<file path="src/hdl/dpc_pkg.sv">
package dpc_pkg;

    localparam int FRAC_BITS = 16;
    localparam logic [31:0] MIN_SPEED_RESET =
        32'(((64'd1 << (2 * FRAC_BITS)) + 64'd50000) / 64'd100000);

    localparam logic ADDR_MIN_SPEED = 1'b0;

    localparam int VEL_W      = 32;
    localparam int RAD_W      = 31;
    localparam int MAG_W      = 33;
    localparam int SUM_W      = 32;
    localparam int MUL_W      = 68;
    localparam int CHUNK_W    = 17;
    localparam int MUL_STAGES = MUL_W / CHUNK_W;
    localparam int PP_W       = MUL_W + CHUNK_W;
    localparam int PROD_W     = 2 * MUL_W;
    localparam int SQ_W       = 66;
    localparam int CMP_W      = 132;
    localparam int K_W        = 64;
    localparam int N_W        = 129;
    localparam int D_W        = 97;
    localparam int DEN_W      = D_W + 1;
    localparam int NUM_W      = 132;
    localparam int Q_W        = 36;
    localparam int IMP_W      = 39;
    localparam int PIPE_LAT   = 3 * MUL_STAGES + 3 + Q_W;

    localparam int Q_DEPTH = 2;
    localparam int Q_PTR_W = 1;
    localparam int Q_CNT_W = 2;

    localparam logic signed [VEL_W-1:0] VEL_MAX = 32'sh7FFF_FFFF;
    localparam logic signed [VEL_W-1:0] VEL_MIN = 32'sh8000_0000;

    typedef struct packed {
        logic signed [VEL_W-1:0] a_pos_x;
        logic signed [VEL_W-1:0] a_pos_y;
        logic signed [VEL_W-1:0] a_vel_x;
        logic signed [VEL_W-1:0] a_vel_y;
        logic [RAD_W-1:0]        a_radius;
        logic signed [VEL_W-1:0] b_pos_x;
        logic signed [VEL_W-1:0] b_pos_y;
        logic signed [VEL_W-1:0] b_vel_x;
        logic signed [VEL_W-1:0] b_vel_y;
        logic [RAD_W-1:0]        b_radius;
    } t_in_word;

    typedef struct packed {
        logic                    collided;
        logic signed [VEL_W-1:0] new_a_vel_x;
        logic signed [VEL_W-1:0] new_a_vel_y;
        logic signed [VEL_W-1:0] new_b_vel_x;
        logic signed [VEL_W-1:0] new_b_vel_y;
    } t_out_word;

    typedef struct packed {
        logic [MAG_W-1:0]        sxm;
        logic                    sx_neg;
        logic [MAG_W-1:0]        sym;
        logic                    sy_neg;
        logic [MAG_W-1:0]        vxm;
        logic                    vx_neg;
        logic [MAG_W-1:0]        vym;
        logic                    vy_neg;
        logic [SUM_W-1:0]        rs;
        logic [RAD_W-1:0]        ma;
        logic [RAD_W-1:0]        mb;
        logic signed [VEL_W-1:0] avx;
        logic signed [VEL_W-1:0] avy;
        logic signed [VEL_W-1:0] bvx;
        logic signed [VEL_W-1:0] bvy;
    } t_front_word;

    function automatic logic [MAG_W-1:0] f_mag(logic signed [MAG_W-1:0] x);
        return x[MAG_W-1] ? MAG_W'(-x) : MAG_W'(x);
    endfunction

    // v plus or minus q, saturated
    function automatic logic signed [VEL_W-1:0] f_apply(logic signed [VEL_W-1:0] v,
                                                        logic [Q_W-1:0] q,
                                                        logic minus);
        logic signed [IMP_W-1:0] ve;
        logic signed [IMP_W-1:0] qe;
        logic signed [IMP_W-1:0] s;
        ve = IMP_W'(v);
        qe = $signed(IMP_W'(q));
        s  = minus ? ve - qe : ve + qe;
        if (s[IMP_W-1:VEL_W-1] == '0 || s[IMP_W-1:VEL_W-1] == '1) begin
            return s[VEL_W-1:0];
        end
        return s[IMP_W-1] ? VEL_MIN : VEL_MAX;
    endfunction

endpackage

</file>
<file path="src/hdl/dpc_front.sv">
module dpc_front (
    input  logic                 i_clk,
    input  logic                 i_rst_n,
    input  logic                 i_start,
    input  dpc_pkg::t_in_word    i_item,
    input  logic                 i_q_full,
    output logic                 o_busy,
    output logic                 o_push,
    output dpc_pkg::t_front_word o_word
);

    logic                 r_valid;
    logic                 n_valid;
    dpc_pkg::t_front_word r_word;
    dpc_pkg::t_front_word w_word;
    logic                 w_accept;
    logic signed [dpc_pkg::MAG_W-1:0] w_sx;
    logic signed [dpc_pkg::MAG_W-1:0] w_sy;
    logic signed [dpc_pkg::MAG_W-1:0] w_vx;
    logic signed [dpc_pkg::MAG_W-1:0] w_vy;

    assign o_busy   = r_valid & i_q_full;
    assign o_push   = r_valid & ~i_q_full;
    assign o_word   = r_word;
    assign w_accept = i_start & ~o_busy;
    assign n_valid  = w_accept | (r_valid & i_q_full);

    // center offset and relative velocity as sign and magnitude
    always_comb begin
        w_sx = dpc_pkg::MAG_W'(i_item.a_pos_x) - dpc_pkg::MAG_W'(i_item.b_pos_x);
        w_sy = dpc_pkg::MAG_W'(i_item.a_pos_y) - dpc_pkg::MAG_W'(i_item.b_pos_y);
        w_vx = dpc_pkg::MAG_W'(i_item.a_vel_x) - dpc_pkg::MAG_W'(i_item.b_vel_x);
        w_vy = dpc_pkg::MAG_W'(i_item.a_vel_y) - dpc_pkg::MAG_W'(i_item.b_vel_y);
        w_word.sxm    = dpc_pkg::f_mag(w_sx);
        w_word.sx_neg = w_sx[dpc_pkg::MAG_W-1];
        w_word.sym    = dpc_pkg::f_mag(w_sy);
        w_word.sy_neg = w_sy[dpc_pkg::MAG_W-1];
        w_word.vxm    = dpc_pkg::f_mag(w_vx);
        w_word.vx_neg = w_vx[dpc_pkg::MAG_W-1];
        w_word.vym    = dpc_pkg::f_mag(w_vy);
        w_word.vy_neg = w_vy[dpc_pkg::MAG_W-1];
        w_word.rs     = dpc_pkg::SUM_W'(i_item.a_radius) + dpc_pkg::SUM_W'(i_item.b_radius);
        w_word.ma     = i_item.a_radius;
        w_word.mb     = i_item.b_radius;
        w_word.avx    = i_item.a_vel_x;
        w_word.avy    = i_item.a_vel_y;
        w_word.bvx    = i_item.b_vel_x;
        w_word.bvy    = i_item.b_vel_y;
    end

    always_ff @(posedge i_clk) begin
        if (!i_rst_n) begin
            r_valid <= 1'b0;
        end else begin
            r_valid <= n_valid;
        end
    end

    always_ff @(posedge i_clk) begin
        if (w_accept) begin
            r_word <= w_word;
        end
    end

endmodule

</file>
<file path="config.mk">
export PLATFORM = sky130hd
export DESIGN_NAME = dpc_front
export DESIGN_NICKNAME = d
export VERILOG_FILES = /design/src/hdl/dpc_pkg.sv /design/src/hdl/dpc_front.sv
export SDC_FILE = /design/constraint.sdc
export NUM_CORES = 1
export LEC_CHECK = 0
export BUFFER_PORTS_ARGS = -buffer_cell sky130_fd_sc_hd__buf_2
export CAP_MARGIN = 10
export CORE_MARGIN = 2
export CORE_UTILIZATION = 32
export CTS_CLUSTER_DIAMETER = 200
export DETAILED_ROUTE_END_ITERATION = 10
export GPL_TIMING_DRIVEN = 1
export PLACE_DENSITY = 0.63
export SYNTH_ARGS = -nofsm -noshare
export SYNTH_HDL_FRONTEND = slang
export SYNTH_SLANG_ARGS = --single-unit
</file>
<file path="constraint.sdc">
create_clock -name i_clk -period 16.4 [get_ports i_clk]
set_input_delay 0 -clock i_clk [delete_from_list [all_inputs] [get_ports i_clk]]
set_output_delay 0 -clock i_clk [all_outputs]
set_load 0.03 [all_outputs]
</file>
; Word-level counts from Yosys, hierarchy flattened
; Cells that the tools add are included.
[totals]
reg_bits = 359
in_bits = 322
out_inout_bits = 360
[op_classes]
addsub = 9
mux = 4
n_bitwise = 6
[ops]
columns = op, count
row1 = $neg 33->33, 4
row2 = $sub 32x32->33, 4
row3 = $mux 32, 4
row4 = $add 31x31->32, 1
row5 = $and 1x1->1, 3
row6 = $not 1->1, 2
row7 = $or 1x1->1, 1

; Depth between registers and ports, before layout
[logic_depth]
word_depth = 4
ltp_mapped = 16
depth_no_buf = 15

; Worst setup path before layout
; No wires, ideal clock.
[synth_timing]
path_kind = reg-to-reg
start = reg r_valid
end = reg r_word, in the netlist o_word[0], enable pin
setup_ns = 1.119
arrival_time_ns = 16.156
required_ns = 15.281
slack_ns = -0.875
stages_incl_launch_ff = 3
period_less_slack_ns = 17.275
cell_sequence = dfxtp_1 > and2_1 > nor2b_1
[synth_between]
elab_chain_cells = 3
[synth_lines]
columns = item, line
row1 = from (decl), dpc_front.sv:12  ; logic r_valid;
row2 = from (signal assigned), dpc_front.sv:55  ; r_valid <= n_valid;
row3 = $and 1x1->1, dpc_front.sv:22  ; assign o_busy = r_valid & i_q_full;
row4 = net o_busy, dpc_front.sv:7  ; output logic o_busy,
row5 = $not 1->1, dpc_front.sv:25  ; assign w_accept = i_start & ~o_busy;
row6 = $and 1x1->1, dpc_front.sv:25
row7 = net w_accept, dpc_front.sv:16  ; logic w_accept;
row8 = to (signal assigned), dpc_front.sv:61  ; r_word <= w_word;
row9 = to (decl), dpc_front.sv:14  ; dpc_pkg::t_front_word r_word;
; The timed path passes the listed nets, and every way through them passes these cells.
; A chain may end at the register's enable or synchronous reset.

==> flow_summary.ini <==
[outcome]
status = completed

[synthesis]
syn_area_sq_um = 22760
yosys_register_bits = 359
async_flop_share = 0
syn_inst = 2166
synth_flop_cell = edfxtp_1
synth_edf_count = 358
yosysUniqueCellTypes = 88
synth.area.top_cells = edfxtp_1 (47%), ha_1 (9.0%), xnor2_1 (5.8%), a21oi_1 (3.6%), xor2_1 (3.2%)
yosysSeqAreaShare = 0.4732
yosys.area.top_type = edfxtp_1
synth_top_area_frac = 0.4723
syn_area_per_cell_sq_um = 10.51
yosys_warnings = 0
synth_nets = 2656

[detailed_routing]
firstDrtPassIters = 5
wl_per_cell_microns = 19.15
ant_nets = 0
totalWireLength_microns = 77140
drcViolationCount = 0
drtIter0Drc = 1197
vias = 19950
viasPerCell = 4.953

[power_and_ir_drop]
powerDensity_nw_per_um2 = 105.0
ir_drop_mv = 0.07910
p_leak_nw = 13.32

[floorplanning]
dieArea_sq_um = 73270
pin_count = 682
num_rows = 97
start_util = 0.3239
die_w_microns = 270.7
die_h_microns = 270.7
core_sq_um = 70270

[worst_setup_path]
cpLargestDelayFamily = compound AO/OA/AOI/OAI gates
worst_path_max_delay_cell = a31oi_2
end_kind = flip-flop
cp_data_arrival_time_ps = 4680
cp.required_ps = 16690
crit_chain = dlygate4sd3_1 -> buf_2 -> ha_1 -> fa_1 -> and2b_1 -> o221ai_1 -> a21o_1 -> o21a_1 -> o21ai_0 -> nand4_1 -> a31oi_1 -> o21ai_0 -> a31oi_2 -> inv_1 -> o21ai_0 -> xnor2_1
worstSetupPathType = primary input to flip-flop
rr_worst_depth = 4
crit_fanout = 25
path_buf_inv = 3
worst_path_largest_cell_delay_ps = 560
rr_endpoint = o_word[128]
crit_path_frequent_cell = o21ai_0
timing.rr.start = r_valid
startpoint_type = primary input
ff2ff_setup_slack_ps = 13660

[sta]
hold_violations = 0
setup_viol = 0
fin_skew_ps = 26.37
max_slew.worst_pin.slew_ps = 1011
tns_ps = 0
max_freq_mhz = 227.7
rsz0062_at_grt = false
fin_crit_sh = 0.2677
relSlewSlack = 0.3260
drv_slew = 0
period_minus_slack_ps = 4391

[worst_hold_path]
hold_depth = 4
hold_path.startpoint = i_item[317]
holdPathEnd = o_word[356]
hp-class = primary input to flip-flop

[cts]
cts.reportedPaths.clkPinSlew_ps = 70
cts_sinks = 359
cts_max_level = 2
cts_tree = built
clk_latency_ps = 580
post_cts_buffers = 0
clk_path_buf_depth = 3
cts_buffers = 44
cts_root_buffer = clkbuf_16

[global_routing]
track_usage = 0.2029
grt_pass1_wl_microns = 115000
grt_max_degree = 171
grt_pass1_vias = 19700
antenna_found_initial = 7
grt-ovfl-total = 0

[job]
maxCapViolCount = 0

[finish]
layout.cells.non_filler = 4028
syn_to_final_growth_pct = 34.91
drive_gt1_frac = 0.2585
fill_cells = 6634
fin_nets = 3543

[place]
dpl.hpwl_microns = 60640
numPortBuffers = 681
dp.cells = 3750
gp_congestion = 0.9169
[where the power goes]
group / leakage (nW) / internal, mW / switching [mW]
registers: 3.47 / 1.16 / 0.0366
clock network: 0.709 / 0.593 / 0.405
logic: 9.14 / 0.366 / 0.667
total: 13.3 / 2.12 / 1.11
[metal layers]
metal  vias to the layer above  wire [microns]  GRT usage
met1                      9318           31410     0.2428
met3                       144            5219    0.04935
met4                         8            3311    0.08447
met5                         -              54          0
met2                       668           37150     0.3477
li1                       9812               -          -
[worst min-delay path, cell delays in order]
cell and delay (ps):
buf_2 80, ha_1 180, xor2_1 130, xnor2_1 150
[metrics by stage]
step | instance area [sq um] | setup WS (ps) | utilization | hold WS, ps | power (mW)
2_1_floorplan | 22760 | 6011 | - | 98.87 | 1.906
5_1_grt | 30700 | 11570 | 0.4369 | 56.58 | 3.378
3_5_place_dp | 27260 | 11950 | 0.3879 | 195.0 | 2.200
6_report | 30700 | 12010 | 0.4369 | 73.31 | 3.224
3_3_place_gp | 27260 | 12040 | 0.3879 | 192.2 | 2.196
4_1_cts | 30700 | 12010 | 0.4369 | 32.19 | 3.254
[registers in the layout, indices dropped and copies added, names as in the netlist]
| name | cells |
|---|---|
| o_word | 358 |
| r_valid | 1 |
[how the worst max path moves through the flow]
| stage | start | end | cells past startpoint |
|---|---|---|---|
| after floorplan | r_valid | o_word[0] | 2 |
| after global placement | i_item[127] | o_word[346] | 15 |
| after detailed placement | i_item[127] | o_word[346] | 15 |
| after CTS | i_item[127] | o_word[346] | 16 |
| after global routing | i_item[127] | o_word[346] | 16 |
| final | i_item[127] | o_word[348] | 16 |
[cell families after synthesis]
| family | count (synthesis) | share of synthesized area |
|---|---|---|
| fa+ha+maj | 168 | 0.09401 |
| buf+inv | 231 | 0.03810 |
| xor+xnor | 235 | 0.09043 |
| compound gates | 594 | 0.1721 |
| flops | 359 | 0.4732 |
| mux | 3 | 0.001319 |
| simple gates | 576 | 0.1308 |
[synthesized netlist by cell type, types with 8 or more instances]
cell type / number
nand2b_1: 15
a211o_1: 8
nor3b_1: 11
a2111oi_0: 9
and4_1: 9
or3_1: 20
nand3_1: 42
nand2_1: 131
inv_1: 187
nor4_1: 12
o21bai_1: 16
nand4_1: 20
ha_1: 163
a21oi_1: 164
o21ai_0: 115
and3_1: 19
edfxtp_1: 358
xnor2_1: 152
a21o_1: 78
and2_1: 23
clkbuf_1: 41
a211oi_1: 18
o31ai_1: 21
nor2_1: 135
o31a_1: 8
nor2b_1: 32
nand3b_1: 9
nor3_1: 51
or2_2: 17
xor2_1: 83
o21a_1: 35
o211ai_1: 17
a31oi_1: 23
[cells in the final DEF, fill, tap and decap left out, drive strengths merged, types with 16 or more instances in the layout]
cell,instances
edfxtp,358
o21ai,118
ha,163
nor3,51
inv,190
o21a,35
buf,688
o31ai,22
nor2b,32
or2,17
nand4,20
a21oi,165
a211oi,21
dlygate4sd3,197
xor2,83
a31oi,25
clkbuf,52
o21bai,16
or3,20
and3,19
o211ai,17
clkinv,17
and2,24
nand2,131
nand3,42
nor2,135
xnor2,152
a21o,78
[layout make-up]
type / count / area (sq um) / area share
multi-input cells: 1576 / 11140 / 0.3627
flip-flops and latches: 359 / 10770 / 0.3508
repair buffers: 885 / 5445 / 0.1773
well taps: 940 / 1176 / 0.03830
clock buffers: 52 / 1174 / 0.03822
inverters: 187 / 701.9 / 0.02286
clock inverters: 28 / 297.8 / 0.009698
diodes: 1 / 2.502 / 0.00008150
[timing repair]
| item | in CTS | in global routing |
|---|---|---|
| hold endpoints to repair | 225 | 0 |
| resized for setup | 0 | 0 |
| setup endpoints to repair | 0 | 0 |
| hold buffers | 197 | 0 |
(Power assumes the default switching activity.)
