<file path="src/hdl/dpc_pkg.sv">
package dpc_pkg;

    localparam int FRAC_BITS = 16;
    localparam logic [31:0] MIN_SPEED_RESET =
        32'(((64'd1 << (2 * FRAC_BITS)) + 64'd50000) / 64'd100000);

    localparam logic ADDR_MIN_SPEED = 1'b0;

    localparam int VEL_W      = 32;
    localparam int RAD_W      = 31;
    localparam int MAG_W      = 33;
    localparam int SUM_W      = 32;
    localparam int MUL_W      = 68;
    localparam int CHUNK_W    = 17;
    localparam int MUL_STAGES = MUL_W / CHUNK_W;
    localparam int PP_W       = MUL_W + CHUNK_W;
    localparam int PROD_W     = 2 * MUL_W;
    localparam int SQ_W       = 66;
    localparam int CMP_W      = 132;
    localparam int K_W        = 64;
    localparam int N_W        = 129;
    localparam int D_W        = 97;
    localparam int DEN_W      = D_W + 1;
    localparam int NUM_W      = 132;
    localparam int Q_W        = 36;
    localparam int IMP_W      = 39;
    localparam int PIPE_LAT   = 3 * MUL_STAGES + 3 + Q_W;

    localparam int Q_DEPTH = 2;
    localparam int Q_PTR_W = 1;
    localparam int Q_CNT_W = 2;

    localparam logic signed [VEL_W-1:0] VEL_MAX = 32'sh7FFF_FFFF;
    localparam logic signed [VEL_W-1:0] VEL_MIN = 32'sh8000_0000;

    typedef struct packed {
        logic signed [VEL_W-1:0] a_pos_x;
        logic signed [VEL_W-1:0] a_pos_y;
        logic signed [VEL_W-1:0] a_vel_x;
        logic signed [VEL_W-1:0] a_vel_y;
        logic [RAD_W-1:0]        a_radius;
        logic signed [VEL_W-1:0] b_pos_x;
        logic signed [VEL_W-1:0] b_pos_y;
        logic signed [VEL_W-1:0] b_vel_x;
        logic signed [VEL_W-1:0] b_vel_y;
        logic [RAD_W-1:0]        b_radius;
    } t_in_word;

    typedef struct packed {
        logic                    collided;
        logic signed [VEL_W-1:0] new_a_vel_x;
        logic signed [VEL_W-1:0] new_a_vel_y;
        logic signed [VEL_W-1:0] new_b_vel_x;
        logic signed [VEL_W-1:0] new_b_vel_y;
    } t_out_word;

    typedef struct packed {
        logic [MAG_W-1:0]        sxm;
        logic                    sx_neg;
        logic [MAG_W-1:0]        sym;
        logic                    sy_neg;
        logic [MAG_W-1:0]        vxm;
        logic                    vx_neg;
        logic [MAG_W-1:0]        vym;
        logic                    vy_neg;
        logic [SUM_W-1:0]        rs;
        logic [RAD_W-1:0]        ma;
        logic [RAD_W-1:0]        mb;
        logic signed [VEL_W-1:0] avx;
        logic signed [VEL_W-1:0] avy;
        logic signed [VEL_W-1:0] bvx;
        logic signed [VEL_W-1:0] bvy;
    } t_front_word;

    function automatic logic [MAG_W-1:0] f_mag(logic signed [MAG_W-1:0] x);
        return x[MAG_W-1] ? MAG_W'(-x) : MAG_W'(x);
    endfunction

    // v plus or minus q, saturated
    function automatic logic signed [VEL_W-1:0] f_apply(logic signed [VEL_W-1:0] v,
                                                        logic [Q_W-1:0] q,
                                                        logic minus);
        logic signed [IMP_W-1:0] ve;
        logic signed [IMP_W-1:0] qe;
        logic signed [IMP_W-1:0] s;
        ve = IMP_W'(v);
        qe = $signed(IMP_W'(q));
        s  = minus ? ve - qe : ve + qe;
        if (s[IMP_W-1:VEL_W-1] == '0 || s[IMP_W-1:VEL_W-1] == '1) begin
            return s[VEL_W-1:0];
        end
        return s[IMP_W-1] ? VEL_MIN : VEL_MAX;
    endfunction

endpackage

</file>
<file path="src/hdl/dpc_fifo.sv">
module dpc_fifo (
    input  logic                 i_clk,
    input  logic                 i_rst_n,
    input  logic                 i_push,
    input  dpc_pkg::t_front_word i_word,
    output logic                 o_full,
    output logic                 o_valid,
    output dpc_pkg::t_front_word o_word
);

    dpc_pkg::t_front_word             r_mem [dpc_pkg::Q_DEPTH];
    logic [dpc_pkg::Q_PTR_W-1:0]      r_wp;
    logic [dpc_pkg::Q_PTR_W-1:0]      r_rp;
    logic [dpc_pkg::Q_CNT_W-1:0]      r_cnt;
    logic [dpc_pkg::Q_CNT_W-1:0]      n_cnt;
    logic                             w_pop;

    // the back end never stalls, so any held word is taken at once
    assign o_valid = r_cnt != '0;
    assign w_pop   = o_valid;
    assign o_full  = r_cnt == dpc_pkg::Q_CNT_W'(dpc_pkg::Q_DEPTH);
    assign o_word  = r_mem[r_rp];

    always_comb begin
        n_cnt = r_cnt;
        if (i_push && !w_pop) begin
            n_cnt = r_cnt + 1'b1;
        end else if (!i_push && w_pop) begin
            n_cnt = r_cnt - 1'b1;
        end
    end

    always_ff @(posedge i_clk) begin
        if (!i_rst_n) begin
            r_wp  <= '0;
            r_rp  <= '0;
            r_cnt <= '0;
        end else begin
            r_cnt <= n_cnt;
            if (i_push) begin
                r_wp <= r_wp + 1'b1;
            end
            if (w_pop) begin
                r_rp <= r_rp + 1'b1;
            end
        end
    end

    always_ff @(posedge i_clk) begin
        if (i_push) begin
            r_mem[r_wp] <= i_word;
        end
    end

endmodule

</file>
<file path="config.mk">
export PLATFORM = sky130hd
export DESIGN_NAME = dpc_fifo
export DESIGN_NICKNAME = d
export VERILOG_FILES = /design/src/hdl/dpc_pkg.sv /design/src/hdl/dpc_fifo.sv
export SDC_FILE = /design/constraint.sdc
export NUM_CORES = 1
export LEC_CHECK = 0
export BUFFER_PORTS_ARGS = -buffer_cell sky130_fd_sc_hd__buf_4
export CAP_MARGIN = 25
export CORE_MARGIN = 2
export CORE_UTILIZATION = 35
export DETAILED_ROUTE_END_ITERATION = 16
export SLEW_MARGIN = 20
export SYNTH_ARGS = -nofsm -noshare
export SYNTH_HDL_FRONTEND = slang
export SYNTH_SLANG_ARGS = --single-unit
</file>
<file path="constraint.sdc">
create_clock -name i_clk -period 33.6 [get_ports i_clk]
set_clock_uncertainty 0.1 [all_clocks]
set_input_delay 10.08 -clock i_clk [delete_from_list [all_inputs] [get_ports i_clk]]
set_output_delay 10.08 -clock i_clk [all_outputs]
set_load 0.1 [all_outputs]
</file>
-- Word-level counts from Yosys, hierarchy flattened
Memory sizes are Yosys's and may differ from the RTL's. A register that Yosys moved wholly into a read port is not among the register bits.
Index checks and enable logic that the tools add are counted.
- register bits: 4
- bits in writable memories: 716
- output and inout port bits: 360
- logic and storage cells: 21
- memories kept: 1
- add/sub/neg operators: 4
- equal/unequal tests: 1
- muxes and demuxes: 6
- reductions and logical operators: 6
- memory list (name ; depth ; width ; read ports ; clocked after Yosys merged registers in ; write ports ; line ; RTL):
    r_mem ; 2 ; 358 ; 1 ; 1 ; 1 ; dpc_fifo.sv:11 ; dpc_pkg::t_front_word r_mem [dpc_pkg::Q_DEPTH];
- operator list (cell ; number):
    $mux W1 ; 4
    $mux W2 ; 2
    $reduce_bool A2 Y1 ; 2
    $add A1 B1 Y1 const B ; 2
    $add A2 B1 Y2 const B ; 1
    $eq A2 B2 Y1 const B ; 1
    $logic_and A1 B1 Y1 ; 2
    $logic_not A1 Y1 ; 2
    $sub A2 B1 Y2 const B ; 1

-- Depth between registers and ports, before layout
Gate-level depths: netlist (run 1).
- depth after elaboration: 4
- gate-level depth with buffers: 5
- mapped depth without buffers: 5

-- Worst setup path after synthesis (run 1)
Ideal clock, no wire load.
- path type: input to register
- start: in i_push
- end: reg r_wp
- data arrival time: 26594 ps
- required time: 33368 ps
- path slack: 6774 ps
- stages on the path: 2
- buffers on the path: 0
- cells stage by stage: nor2b_1 -> o21a_1
- RTL lines (element ; line ; RTL):
    start, declared ; dpc_fifo.sv:4 ; input logic i_push,
    end signal, assigned ; dpc_fifo.sv:41 ; r_wp <= r_wp + 1'b1;
    end, declared ; dpc_fifo.sv:12 ; logic [dpc_pkg::Q_PTR_W-1:0] r_wp;

==> run summary, run 1 <==
The run finished with clean final reports. Counting the buffers created by CTS gives 79. The initial antenna violation count is 10.

In this run the most used layer during global routing was met2. The minimum setup slack in the final design came out at approximately 19 ns. For the pin with the worst max-slew slack, the measured transition is between 1 and 1.5 ns. The number of top-level pins came out at 721. The share of the yosys chip area belonging to registers is around 79%.

The post-CTS resize count came out at 0. The finished layout holds 3023 standard cells, fillers aside. Setup repair after global routing left no endpoint under its margin. The met1 track demand over resource in global routing came out at 16.6%. Routability-driven placement finished with a final weighted congestion of 0.869.

The final hold violation count came out at 0. The synthesis-to-layout area growth is 32.4%. Counting along the longest clock path gives a buffer depth of 3. Max-cap violations in this run came to 0. The most numerous cell type found on the critical path is sky130_fd_sc_hd__buf_4. The final count of pins violating max slew is 0. The met2 track demand over resource in global routing came out at around 28%. The vias per cell is approximately 4.5. The global-route usage over all layers came out at between 15 and 20%. The post-route DRC violation count is 0.

The required arrival time at the worst endpoint is ~23 ns. The maximum level of the CTS H-tree is 3. In the post-synthesis netlist, the cell with the most instances is sky130_fd_sc_hd__edfxtp_1. The yosys synthesis warning count came out at 0. The largest fanout on the critical path came out at 75. The x dimension of the die came out at between 200 and 300 um.

The startpoint kind of the worst setup timing path is a flip-flop. Ranked by total cell area, the synthesized netlist is headed by sky130_fd_sc_hd__edfxtp_1 78%, sky130_fd_sc_hd__mux2_4 16%, sky130_fd_sc_hd__mux2_2 2.3%. Once detailed placement completed, the half-perimeter wirelength came to 45500 um.

The worst-case headroom to the max-slew limit is around 30%. The number of nets with antenna violations after detailed routing is 0. The overall die area came out at between 80000 and 90000 um2. The largest stage delay on the critical path is between 0.7 and 0.8 ns. The post-synthesis instance area is 27400 um2. Once the floorplan was initialized, standard cells occupied 35.4% of the core. The remaining global-route overflow is 0. The total instance count after detailed placement is around 2900. The die height came out at about 280 um. The number of cell rows came out at 102.

The count of distinct cell types in the synthesized netlist is 19. Counting cells, the worst reg-to-reg path comes to 3. After synthesis, the most frequently instantiated cells are 716 x sky130_fd_sc_hd__edfxtp_1, 301 x sky130_fd_sc_hd__mux2_4, 57 x sky130_fd_sc_hd__mux2_2. The async set-reset flop share out of synthesis is 0%. The via count of the first global-routing pass is ~14000. The largest net degree at the start of global routing came out at 147. STA classifies the critical path endpoint as an output port. The buffers inserted during post-CTS setup optimization came out at 0.

The number of cells on the worst hold path is 2. In this run the power density over the cells is about 96 nW/um2. Prior to clock tree synthesis, the placed netlist has a worst setup slack of approximately 19 ns. The routed wire length per instance is 21.7 um.

For this run, the leading register cell type out of synthesis is sky130_fd_sc_hd__edfxtp_1. In this run the worst hold path is classified as reg2reg. The number of hold buffers added after CTS was 0.

The via total after detailed routing came out at 13536. The area of the core region came out at 77500 um2. The maximum ir drop on the vdd rail came out at between 0.06 and 0.07 mV. Synthesis handed over a netlist of roughly 1100 instances. The dominant delay contributor by cell family on the critical path is buffers and inverters. CTS placed an instance of sky130_fd_sc_hd__clkbuf_16 at the clock tree root. The first-pass GRT wire length came out at about 94000 um. In this run the static leakage power is around 14 nW. The sum of buffers and inverters on the critical path is 5. The cell type contributing the most total cell area after synthesis is sky130_fd_sc_hd__edfxtp_1. After routing, the total negative slack on setup checks comes to 0 ns. The port buffer count came out at 720. The number of flip-flops and latches in the synthesized netlist came out at slightly above 700. The clock latency of the later-clocked register in the worst-skew pair came out at 0.59 ns.

The detailed-route wire length came out at around 66000 um. The number of nets in the final layout came out at approximately 2300. The area share of the leading cell type in the synthesized netlist is about four fifths. The worst setup path category is reg2out.

The iteration count of the initial detailed-routing pass is 4. Counting flops with a built-in enable in the synthesized netlist gives 716. Setup violations remaining at the end of the flow were counted as 0.

The worst slack on hold paths is approximately 0.42 ns. The fraction of layout instances using a drive strength above 1 came out at 60.8%. The signal on the critical path passes through buf_12, buf_16, buf_4, buf_4, mux2_2, buf_4. TritonCTS built the clock tree. At the worst endpoint, the arrival time is between 4 and 5 ns. The number of cells on the critical path came out at 6. The initial DRC count came out at 802. The met3 capacity usage during global routing is around 5.3%. The per-instance average area after synthesis came out at approximately 24 um2. The worst-path cell with the longest stage delay is sky130_fd_sc_hd__buf_4. Synthesis produced a netlist with a net count of ~1500.

The time the worst path needs with I/O delays and setup came out at between 10 and 15 ns. The final cycle utilization of the critical path came out at around 44%. The clock-pin slew on the worst setup and hold paths is 0.06 ns. The sink count of the clock tree is slightly above 700.

The peak clock frequency supported by timing came out at just under 0.07 GHz.
metal layers:
layer	up-vias	wire length, um
li1	6121	-
met1	6762	23300
met3	128	5390
met5	-	54
met2	517	34800
met4	8	2060
metrics by stage:
step	total power [mW]	area, um2	util (%)
2_1_floorplan	2.45	27400	-
3_3_place_gp	2.69	33700	43.5
3_5_place_dp	2.70	33800	43.6
4_1_cts	3.52	36200	46.7
5_1_grt	3.58	36300	46.8
6_report	3.48	36300	46.8
state kept, by name (all words and copies together), names as in the netlist, named ones only:
register / count
r_mem: 716
r_cnt: 2
r_rp: 1
r_wp: 1
power by group:
part	internal, mW	switching, mW
clock	0.475	0.339
sequential	1.04	0.0199
combinational	0.417	1.19
total	1.94	1.55
worst reg2reg max path: cells and delay by family (launching register included):
family | cells | cell delay, ns
DFF | 1 | 0.38
and+or+nand+nor | 1 | 0.56
buffers and inverters | 2 | 1.58
placed cells by master, fill, tap and decap left out, types with 2 or more instances in the layout:
master                         n
sky130_fd_sc_hd__edfxtp_1    716
sky130_fd_sc_hd__and2_1        3
sky130_fd_sc_hd__bufinv_16     5
sky130_fd_sc_hd__mux2_2       57
sky130_fd_sc_hd__buf_4       732
sky130_fd_sc_hd__mux2_4      301
sky130_fd_sc_hd__dfxtp_1       4
sky130_fd_sc_hd__buf_12        2
sky130_fd_sc_hd__clkinv_2     11
sky130_fd_sc_hd__buf_16        4
sky130_fd_sc_hd__diode_2       7
sky130_fd_sc_hd__clkbuf_16    80
sky130_fd_sc_hd__nor2b_1       2
sky130_fd_sc_hd__clkbuf_1     19
sky130_fd_sc_hd__xnor2_1       2
sky130_fd_sc_hd__inv_6         4
sky130_fd_sc_hd__clkinvlp_4    2
sky130_fd_sc_hd__clkinv_1     20
final timing paths:
kind,startpoint,to,slack [ns]
max,flip-flop,o_word[335],18.79
min reg2reg,r_cnt[1]$_SDFFE_PN0P_,r_cnt[1]$_SDFFE_PN0P_,0.42
min,r_cnt[1]$_SDFFE_PN0P_,r_cnt[1]$_SDFFE_PN0P_,0.42
max reg2reg,r_wp$_SDFFE_PN0P_,r_mem[1][13]$_DFFE_PP_,30.56
kinds of logic (layout without fill, tap and decap cells):
| logic type | after synthesis | after routing | share of synthesized area, % |
|---|---|---|---|
| flops | 721 | 721 | 78.8 |
| mux | 358 | 358 | 18.8 |
| buf+inv | 41 | 881 | 1.92 |
| simple gates | 9 | 9 | 0.196 |
| compound gates | 3 | 3 | 0.0731 |
| xor+xnor | 3 | 3 | 0.0959 |
| fa+ha+maj | 1 | 1 | 0.0457 |
| other cells | 0 | 7 | 0 |
area by class of cell:
class | instances | area (um2)
Tap cell | 1040 | 1300
Fill cell | 6608 | 41200
Clock buffer | 99 | 2070
Inverter | 1 | 3.75
Antenna cell | 7 | 17.5
Multi-Input combinational cell | 374 | 5280
Clock inverter | 43 | 347
Timing Repair Buffer | 738 | 5650
Sequential cell | 721 | 21600
Note: power is estimated with default switching activity, not from simulation.
==> inputs of run 2 (changes only) <==
clock period = 12.1 ns   (was 33.6 ns; I/O delays follow)
==> run 2 against run 1 <==
  * First-iteration DRC count fell by 7.6%
  * Utilization fell by 0.18 points
  * Routed wire length is 3.2% lower
  * Sequential share of layout area grew 0.23 points
  * Final cell count decreased by 0.50%
  * Worst setup slack worse by 14 ns
  * Sequential power rose to 2.8 times the previous value
  * Die area unchanged
  * Flip-flop and latch count is the same
  * Count of clock-buffer cells in the layout up 8
  * Cell area down 0.38%
  * Global-route usage fell by 0.59 points
==> run summary, run 2 (same netlist as run 1, synthesis figures left out) <==
The share of power burned in the clock network came out at 23.2% (was 23.4%). The most used cell along the critical path was sky130_fd_sc_hd__buf_4 (unchanged). The die height came out at 284 um (unchanged). The required arrival time at the worst endpoint came out at 8.37 ns (was 23.42 ns). The setup violation total in the final timing report came to 0 (unchanged). The type of element capturing the critical path is an output port (unchanged). The combinational share of power is 46.0% (was 46.1%). The final hold violation count came out at 0 (unchanged). The flop-to-flop setup slack was 9.57 ns (was 30.56 ns). The peak clock frequency supported by timing came out at approximately 0.14 GHz. The via count of the first global-routing pass came to 14358 (was 14464). The final cycle utilization of the critical path came out at around 60%. The time the worst path needs with I/O delays and setup came out at approximately 7.3 ns. The routed wire length per instance came out at 21.1 um (was 21.7 um). The final count of pins violating max slew was 0 (unchanged).

The number of buffers inserted for hold repair after clock tree synthesis came out at 0 (unchanged). The largest stage delay on the critical path came out at 0.95 ns (was 0.77 ns). The flip-flop count of the largest register after layout came out at 716 (unchanged). The origin of the critical flop-to-flop path was r_wp$_SDFFE_PN0P_ (unchanged). The switching power as a share of total power is 44.4% (about the same). The final cell utilization of the core came out at 46.7% (was 46.8%).

The max-cap check violation count is 0 (unchanged). The minimum setup slack in the final design came to 4.79 ns (was 18.79 ns). The worst-path cell with the longest stage delay is sky130_fd_sc_hd__dfxtp_4 (was sky130_fd_sc_hd__buf_4). The power density normalized to cell area came to 267 nW/um2 (was 96.0 nW/um2). The buffers inserted during post-CTS setup optimization is 0 (unchanged). The startpoint of the worst hold path was r_cnt[1]$_SDFFE_PN0P_ (unchanged). The initial DRC count is 741 (was 802). The clock root buffer is sky130_fd_sc_hd__clkbuf_16 (unchanged). Largest registers ranked by flip-flop count: r_mem x716, r_cnt x2 (unchanged).

The worst endpoint data arrival time came to 3.58 ns (was 4.63 ns). The number of nets in the final layout was 2269 (was 2277). The leakage power figure is 13.9 nW (was 14.0 nW).

The synthesis-to-layout area growth came out at 31.9% (was 32.4%). The largest register by flop count is r_mem (unchanged). The fraction of layout instances using a drive strength above 1 came to 60.8% (about the same). The port buffer count is 720 (unchanged). The endpoint with the worst hold slack is r_cnt[1]$_SDFFE_PN0P_ (unchanged). The clock tree from TritonCTS was built (unchanged). The overall die area came out at 80500 um2 (unchanged). The maximum level of the CTS H-tree is 3 (unchanged). The post-route DRC violation count is 0 (unchanged). Cells along the critical path: buf_12, buf_4, mux2_2, buf_4 (was buf_12, buf_16, buf_4, buf_4, mux2_2, buf_4).

Commonest non-fill, non-tap cells in the layout: 724 x sky130_fd_sc_hd__buf_4, 716 x sky130_fd_sc_hd__edfxtp_1, 301 x sky130_fd_sc_hd__mux2_4, 80 x sky130_fd_sc_hd__clkbuf_16, 57 x sky130_fd_sc_hd__mux2_2 (was 732 x sky130_fd_sc_hd__buf_4, 716 x sky130_fd_sc_hd__edfxtp_1, 301 x sky130_fd_sc_hd__mux2_4, 80 x sky130_fd_sc_hd__clkbuf_16, 57 x sky130_fd_sc_hd__mux2_2). The effective utilization at floorplan came out at 35.4% (unchanged). The largest fanout on the critical path came out at 113 (was 75). The number of buffers created by CTS came to 79 (unchanged). The via total after detailed routing came out at 13519 (was 13536). The worst slack after detailed placement was 5.29 ns (was 19.49 ns). The global-route usage over all layers came out at 15.0% (was 15.6%). The number of nets with antenna violations after detailed routing came out at 0 (unchanged).

The remaining global-route overflow came out at 0 (unchanged). The maximum root-to-sink buffer count is 3 (unchanged). The iteration count of the initial detailed-routing pass came out at 5 (was 4). The clock latency of the later-clocked register in the worst-skew pair came to 0.60 ns (was 0.59 ns). The maximum ir drop on the vdd rail is 0.182 mV (was 0.0660 mV). The worst setup path category is reg2out (unchanged). The last weighted congestion value of the routability-driven placer came out at 0.843 (was 0.869). The largest net degree at the start of global routing is 158 (was 147). The net switching component of the power was 4.28 mW (was 1.55 mW).

The initial antenna violation count came out at 8 (was 10). The startpoint kind of the worst setup timing path was a flip-flop (unchanged). The worst-case headroom to the max-slew limit came out at 18.3% (was 29.9%).

The number of top-level pins came to 721 (unchanged). The vias per cell was 4.49 (was 4.48). The sum of net half-perimeters after detailed placement came to 43300 um (was 45500 um). The path depth of the worst reg2reg path came to 2 (was 3). The number of cell rows came to 102 (unchanged). The x dimension of the die is 284 um (unchanged). The reg-to-reg endpoint is r_mem[1][154]$_DFFE_PP_ (was r_mem[1][13]$_DFFE_PP_). The detailed-route wire length came to 63500 um (was 65700 um).

The transition time at the pin with the least slew margin came out at 1.23 ns (was 1.05 ns). The sink count of the clock tree came out at 721 (unchanged). The number of inserted filler cells in the final layout was 6591 (was 6608).

The first-pass GRT wire length came out at 91300 um (was 93900 um). The area of the core region came out at 77500 um2 (unchanged). The clock-pin slew on the worst setup and hold paths came out at 0.05 ns (was 0.06 ns). Outcome: finished clean (unchanged). The internal power component was 5.36 mW (was 1.94 mW). The type of the tightest min-delay check is reg2reg (unchanged).

The post-CTS resize count is 0 (unchanged). Unrepaired setup endpoints after global routing: no (unchanged). The most common library cell in the layout ignoring fill and taps is sky130_fd_sc_hd__buf_4 (unchanged).

The number of cells on the worst hold path is 2 (unchanged). The share of power burned in registers was 30.9% (was 30.6%). The final total negative setup slack came out at 0 ns (unchanged).
run 2: cell type report:
cell class,count,area (um2),area share [%]
multi-input combinational,374,5280,14.6
sequential,721,21600,59.8
clock inverter,29,272,0.751
clock buffer,107,2100,5.82
timing repair buffer,730,5560,15.4
antenna,6,15.0,0.0415
inverter,1,3.75,0.0104
tap,1040,1300,3.60
run 2: metrics by stage:
step / hold slack [ns] / area, um2 / instances / power [mW]
after floorplan: 0.373 / 27400 / 1136 / 6.76
after global routing: 0.482 / 36100 / 3008 / 9.92
after CTS: 0.433 / 36100 / 3002 / 9.74
after detailed placement: 0.429 / 33700 / 2866 / 7.48
after global placement: 0.389 / 33700 / 2866 / 7.46
final: 0.432 / 36100 / 3008 / 9.64
run 2: worst max-delay path by stage:
stage / to / startpoint / cells past startpoint / slack [ns]
2_1_floorplan: r_mem[0][0]$_DFFE_PP_ / i_push / 1 / 2.58
3_3_place_gp: o_word[339] / flip-flop / 4 / 5.36
3_5_place_dp: o_word[341] / flip-flop / 4 / 5.29
4_1_cts: o_word[341] / flip-flop / 4 / 4.63
5_1_grt: o_word[341] / flip-flop / 4 / 4.52
6_report: o_word[341] / flip-flop / 4 / 4.79
run 2: layer usage:
metal,wire length [um],vias up,GRT usage [%]
met5,13,-,0
met4,2470,2,7.06
met3,4920,121,5.08
met2,33300,498,26.7
met1,22800,6816,16.1
li1,-,6082,-
run 2: power groups by stage:
stage               Sequential [mW]  Clock [mW]  Combinational, mW
finish                         2.98        2.23               4.43
global placement               3.02           0               4.44
CTS                            2.98        2.30               4.46
detailed placement             3.03           0               4.45
floorplan                      2.99           0               3.77
global route                   2.99        2.40               4.53
run 2: critical path, delay by kind of cell (launching register included):
kind / cells / cell delay [ns]
muxes: 1 / 0.41
DFF: 1 / 0.95
buffers and inverters: 3 / 1.46
==> inputs of run 3 (changes only) <==
clock period = 6.7 ns   (was 12.1 ns; I/O delays follow)
==> run 3 against run 2 <==
  * Sequential share of layout area decreased by 0.070 points
  * Via count barely moved
  * Combinational power is 81% higher
  * Worst hold slack improved by 0.036 ns
  * Worst setup slack worse by 3.1 ns
  * Sequential power is 81% higher
==> run summary, run 3 (same netlist as run 1, synthesis figures left out) <==
The largest fanout on the critical path is 49 (was 113). The transition time at the pin with the least slew margin came to 1.02 ns (was 1.23 ns). The multi-input gate area in the final layout came to 5280 um2 (unchanged).

The initial antenna violation count is 9 (was 8). Commonest non-fill, non-tap cells in the layout: 734 x sky130_fd_sc_hd__buf_4, 716 x sky130_fd_sc_hd__edfxtp_1, 301 x sky130_fd_sc_hd__mux2_4, 78 x sky130_fd_sc_hd__clkbuf_16, 57 x sky130_fd_sc_hd__mux2_2 (was 724 x sky130_fd_sc_hd__buf_4, 716 x sky130_fd_sc_hd__edfxtp_1, 301 x sky130_fd_sc_hd__mux2_4, 80 x sky130_fd_sc_hd__clkbuf_16, 57 x sky130_fd_sc_hd__mux2_2). The peak clock frequency supported by timing is 0.200 GHz. The largest register by flop count is r_mem (unchanged). The clock tree from TritonCTS is built (unchanged). The maximum level of the CTS H-tree is 3 (unchanged).

The post-CTS resize count came out at 0 (unchanged). The x dimension of the die is 284 um (unchanged). The overall die area came to 80500 um2 (unchanged).

The largest net degree at the start of global routing came to 134 (was 158). The via total after detailed routing is 13509 (was 13519). The type of the tightest min-delay check is reg2reg (unchanged). The initial DRC count came out at 843 (was 741). The number of cell rows was 102 (unchanged). The detailed-route wire length came to 64600 um (was 63500 um).

The maximum ir drop on the vdd rail is 0.289 mV (was 0.182 mV). The number of nets in the final layout came out at 2280 (was 2269). The synthesis-to-layout area growth is 32.0% (was 31.9%). The via count of the first global-routing pass is 14518 (was 14358).

The worst slack after detailed placement came to 2.24 ns (was 5.29 ns). The iteration count of the initial detailed-routing pass is 4 (was 5). The number of inserted filler cells in the final layout is 6580 (was 6591). The remaining global-route overflow is 0 (unchanged). The sink count of the clock tree came out at 721 (unchanged).

The final cell utilization of the core came out at 46.7% (about the same). The routed design could run at a clock period as short as ~5 ns. The worst-case headroom to the max-slew limit is 31.8% (was 18.3%). The area of the core region is 77500 um2 (unchanged). Outcome: finished clean (unchanged).

The setup violation total in the final timing report is 0 (unchanged). The die height is 284 um (unchanged). The required arrival time at the worst endpoint came out at 4.59 ns (was 8.37 ns). The global-route usage over all layers is 15.5% (was 15.0%). The effective utilization at floorplan came out at 35.4% (unchanged). The leakage power figure was 14.0 nW (was 13.9 nW). The final count of pins violating max slew is 0 (unchanged).

The final hold violation count came out at 0 (unchanged). The max-cap check violation count is 0 (unchanged). The last weighted congestion value of the routability-driven placer is 0.841 (was 0.843). The worst setup path category was reg2out (unchanged). The type of element capturing the critical path is an output port (unchanged). The buffers inserted during post-CTS setup optimization came out at 0 (unchanged). The number of buffers created by CTS is 77 (was 79). The power density normalized to cell area came out at 477 nW/um2 (was 267 nW/um2). The origin of the critical flop-to-flop path is r_wp$_SDFFE_PN0P_ (unchanged). The post-route DRC violation count is 0 (unchanged). The startpoint kind of the worst setup timing path is a flip-flop (unchanged). The clock-pin slew on the worst setup and hold paths is 0.05 ns (about the same). The register area came out at 21600 um2 (unchanged). The most common library cell in the layout ignoring fill and taps was sky130_fd_sc_hd__buf_4 (unchanged).

Largest registers ranked by flip-flop count: r_mem x716, r_cnt x2 (unchanged). The number of buffers inserted for hold repair after clock tree synthesis was 0 (unchanged). The vias per cell was 4.47 (was 4.49). The final cycle utilization of the critical path came out at about three quarters. The clock latency of the later-clocked register in the worst-skew pair is 0.60 ns (about the same). The first-pass GRT wire length came out at 93500 um (was 91300 um). The routed wire length per instance is 21.4 um (was 21.1 um).

The final total negative setup slack is 0 ns (unchanged). The fraction of layout instances using a drive strength above 1 is 61.1% (was 60.8%). The sum of net half-perimeters after detailed placement came out at 45300 um (was 43300 um). The final total power is 17.3 mW (was 9.64 mW).

The maximum root-to-sink buffer count came out at 3 (unchanged). The number of top-level pins was 721 (unchanged). The startpoint of the worst hold path is r_cnt[1]$_SDFFE_PN0P_ (unchanged). The minimum setup slack in the final design is 1.70 ns (was 4.79 ns). The number of nets with antenna violations after detailed routing is 0 (unchanged). Unrepaired setup endpoints after global routing: no (unchanged). The worst endpoint data arrival time is 2.89 ns (was 3.58 ns). The clock root buffer is sky130_fd_sc_hd__clkbuf_16 (unchanged). The port buffer count came out at 720 (unchanged).

The flip-flop count of the largest register after layout is 716 (unchanged).
## run 3: changes by cell type in the layout (fill, tap and decap cells not counted), sizes merged
cell      delta
clkinvlp     -1
bufinv       -3
buf         +13
diode        +3
clkinv      +11
clkbuf       -9
## run 3: per-stage QoR
step	hold slack, ns	cells	cell area, um2
after detailed placement	0.451	2879	33900
final	0.468	3022	36200
after global routing	0.495	3022	36200
after CTS	0.459	3013	36200
after global placement	0.388	2879	33900
after floorplan	0.373	1136	27400
## run 3: final timing paths
path	to	slack, ns	cells after the start
max reg2reg	r_mem[1][147]$_DFFE_PP_	4.34	2
min reg2reg	r_cnt[1]$_SDFFE_PN0P_	0.47	2
max	o_word[0]	1.70	3
min	r_cnt[1]$_SDFFE_PN0P_	0.47	2
## run 3: layout make-up
type                            instances  area share [%]
Tap cell                             1040            3.60
Clock buffer                           98            5.60
Multi-Input combinational cell        374            14.6
Timing Repair Buffer                  743            15.7
Antenna cell                            9          0.0622
Inverter                                1          0.0104
Sequential cell                       721            59.7
Clock inverter                         36           0.685
## run 3: metal layers
layer | part of all wire, % | vias up | global-route usage (%) | wire (um)
met5 | 0 | - | 0 | 0
met4 | 3.5 | 0 | 7.25 | 2260
met3 | 7.6 | 126 | 5.23 | 4920
met2 | 54 | 505 | 27.9 | 34800
met1 | 35 | 6765 | 16.1 | 22600
li1 | - | 6113 | - | -
## run 3: critical path, stage by stage (launching register included)
cell,delay [ns]
sky130_fd_sc_hd__dfxtp_4,1.01
sky130_fd_sc_hd__buf_4,0.62
sky130_fd_sc_hd__mux2_2,0.40
sky130_fd_sc_hd__buf_4,0.23
## run 3: report_power, final
part / leakage, nW / internal [mW] / switching (mW) / total [mW]
Sequential: 6.76 / 5.23 / 0.143 / 5.38
Combinational: 6.10 / 2.10 / 5.92 / 8.02
Clock: 1.11 / 2.19 / 1.68 / 3.87
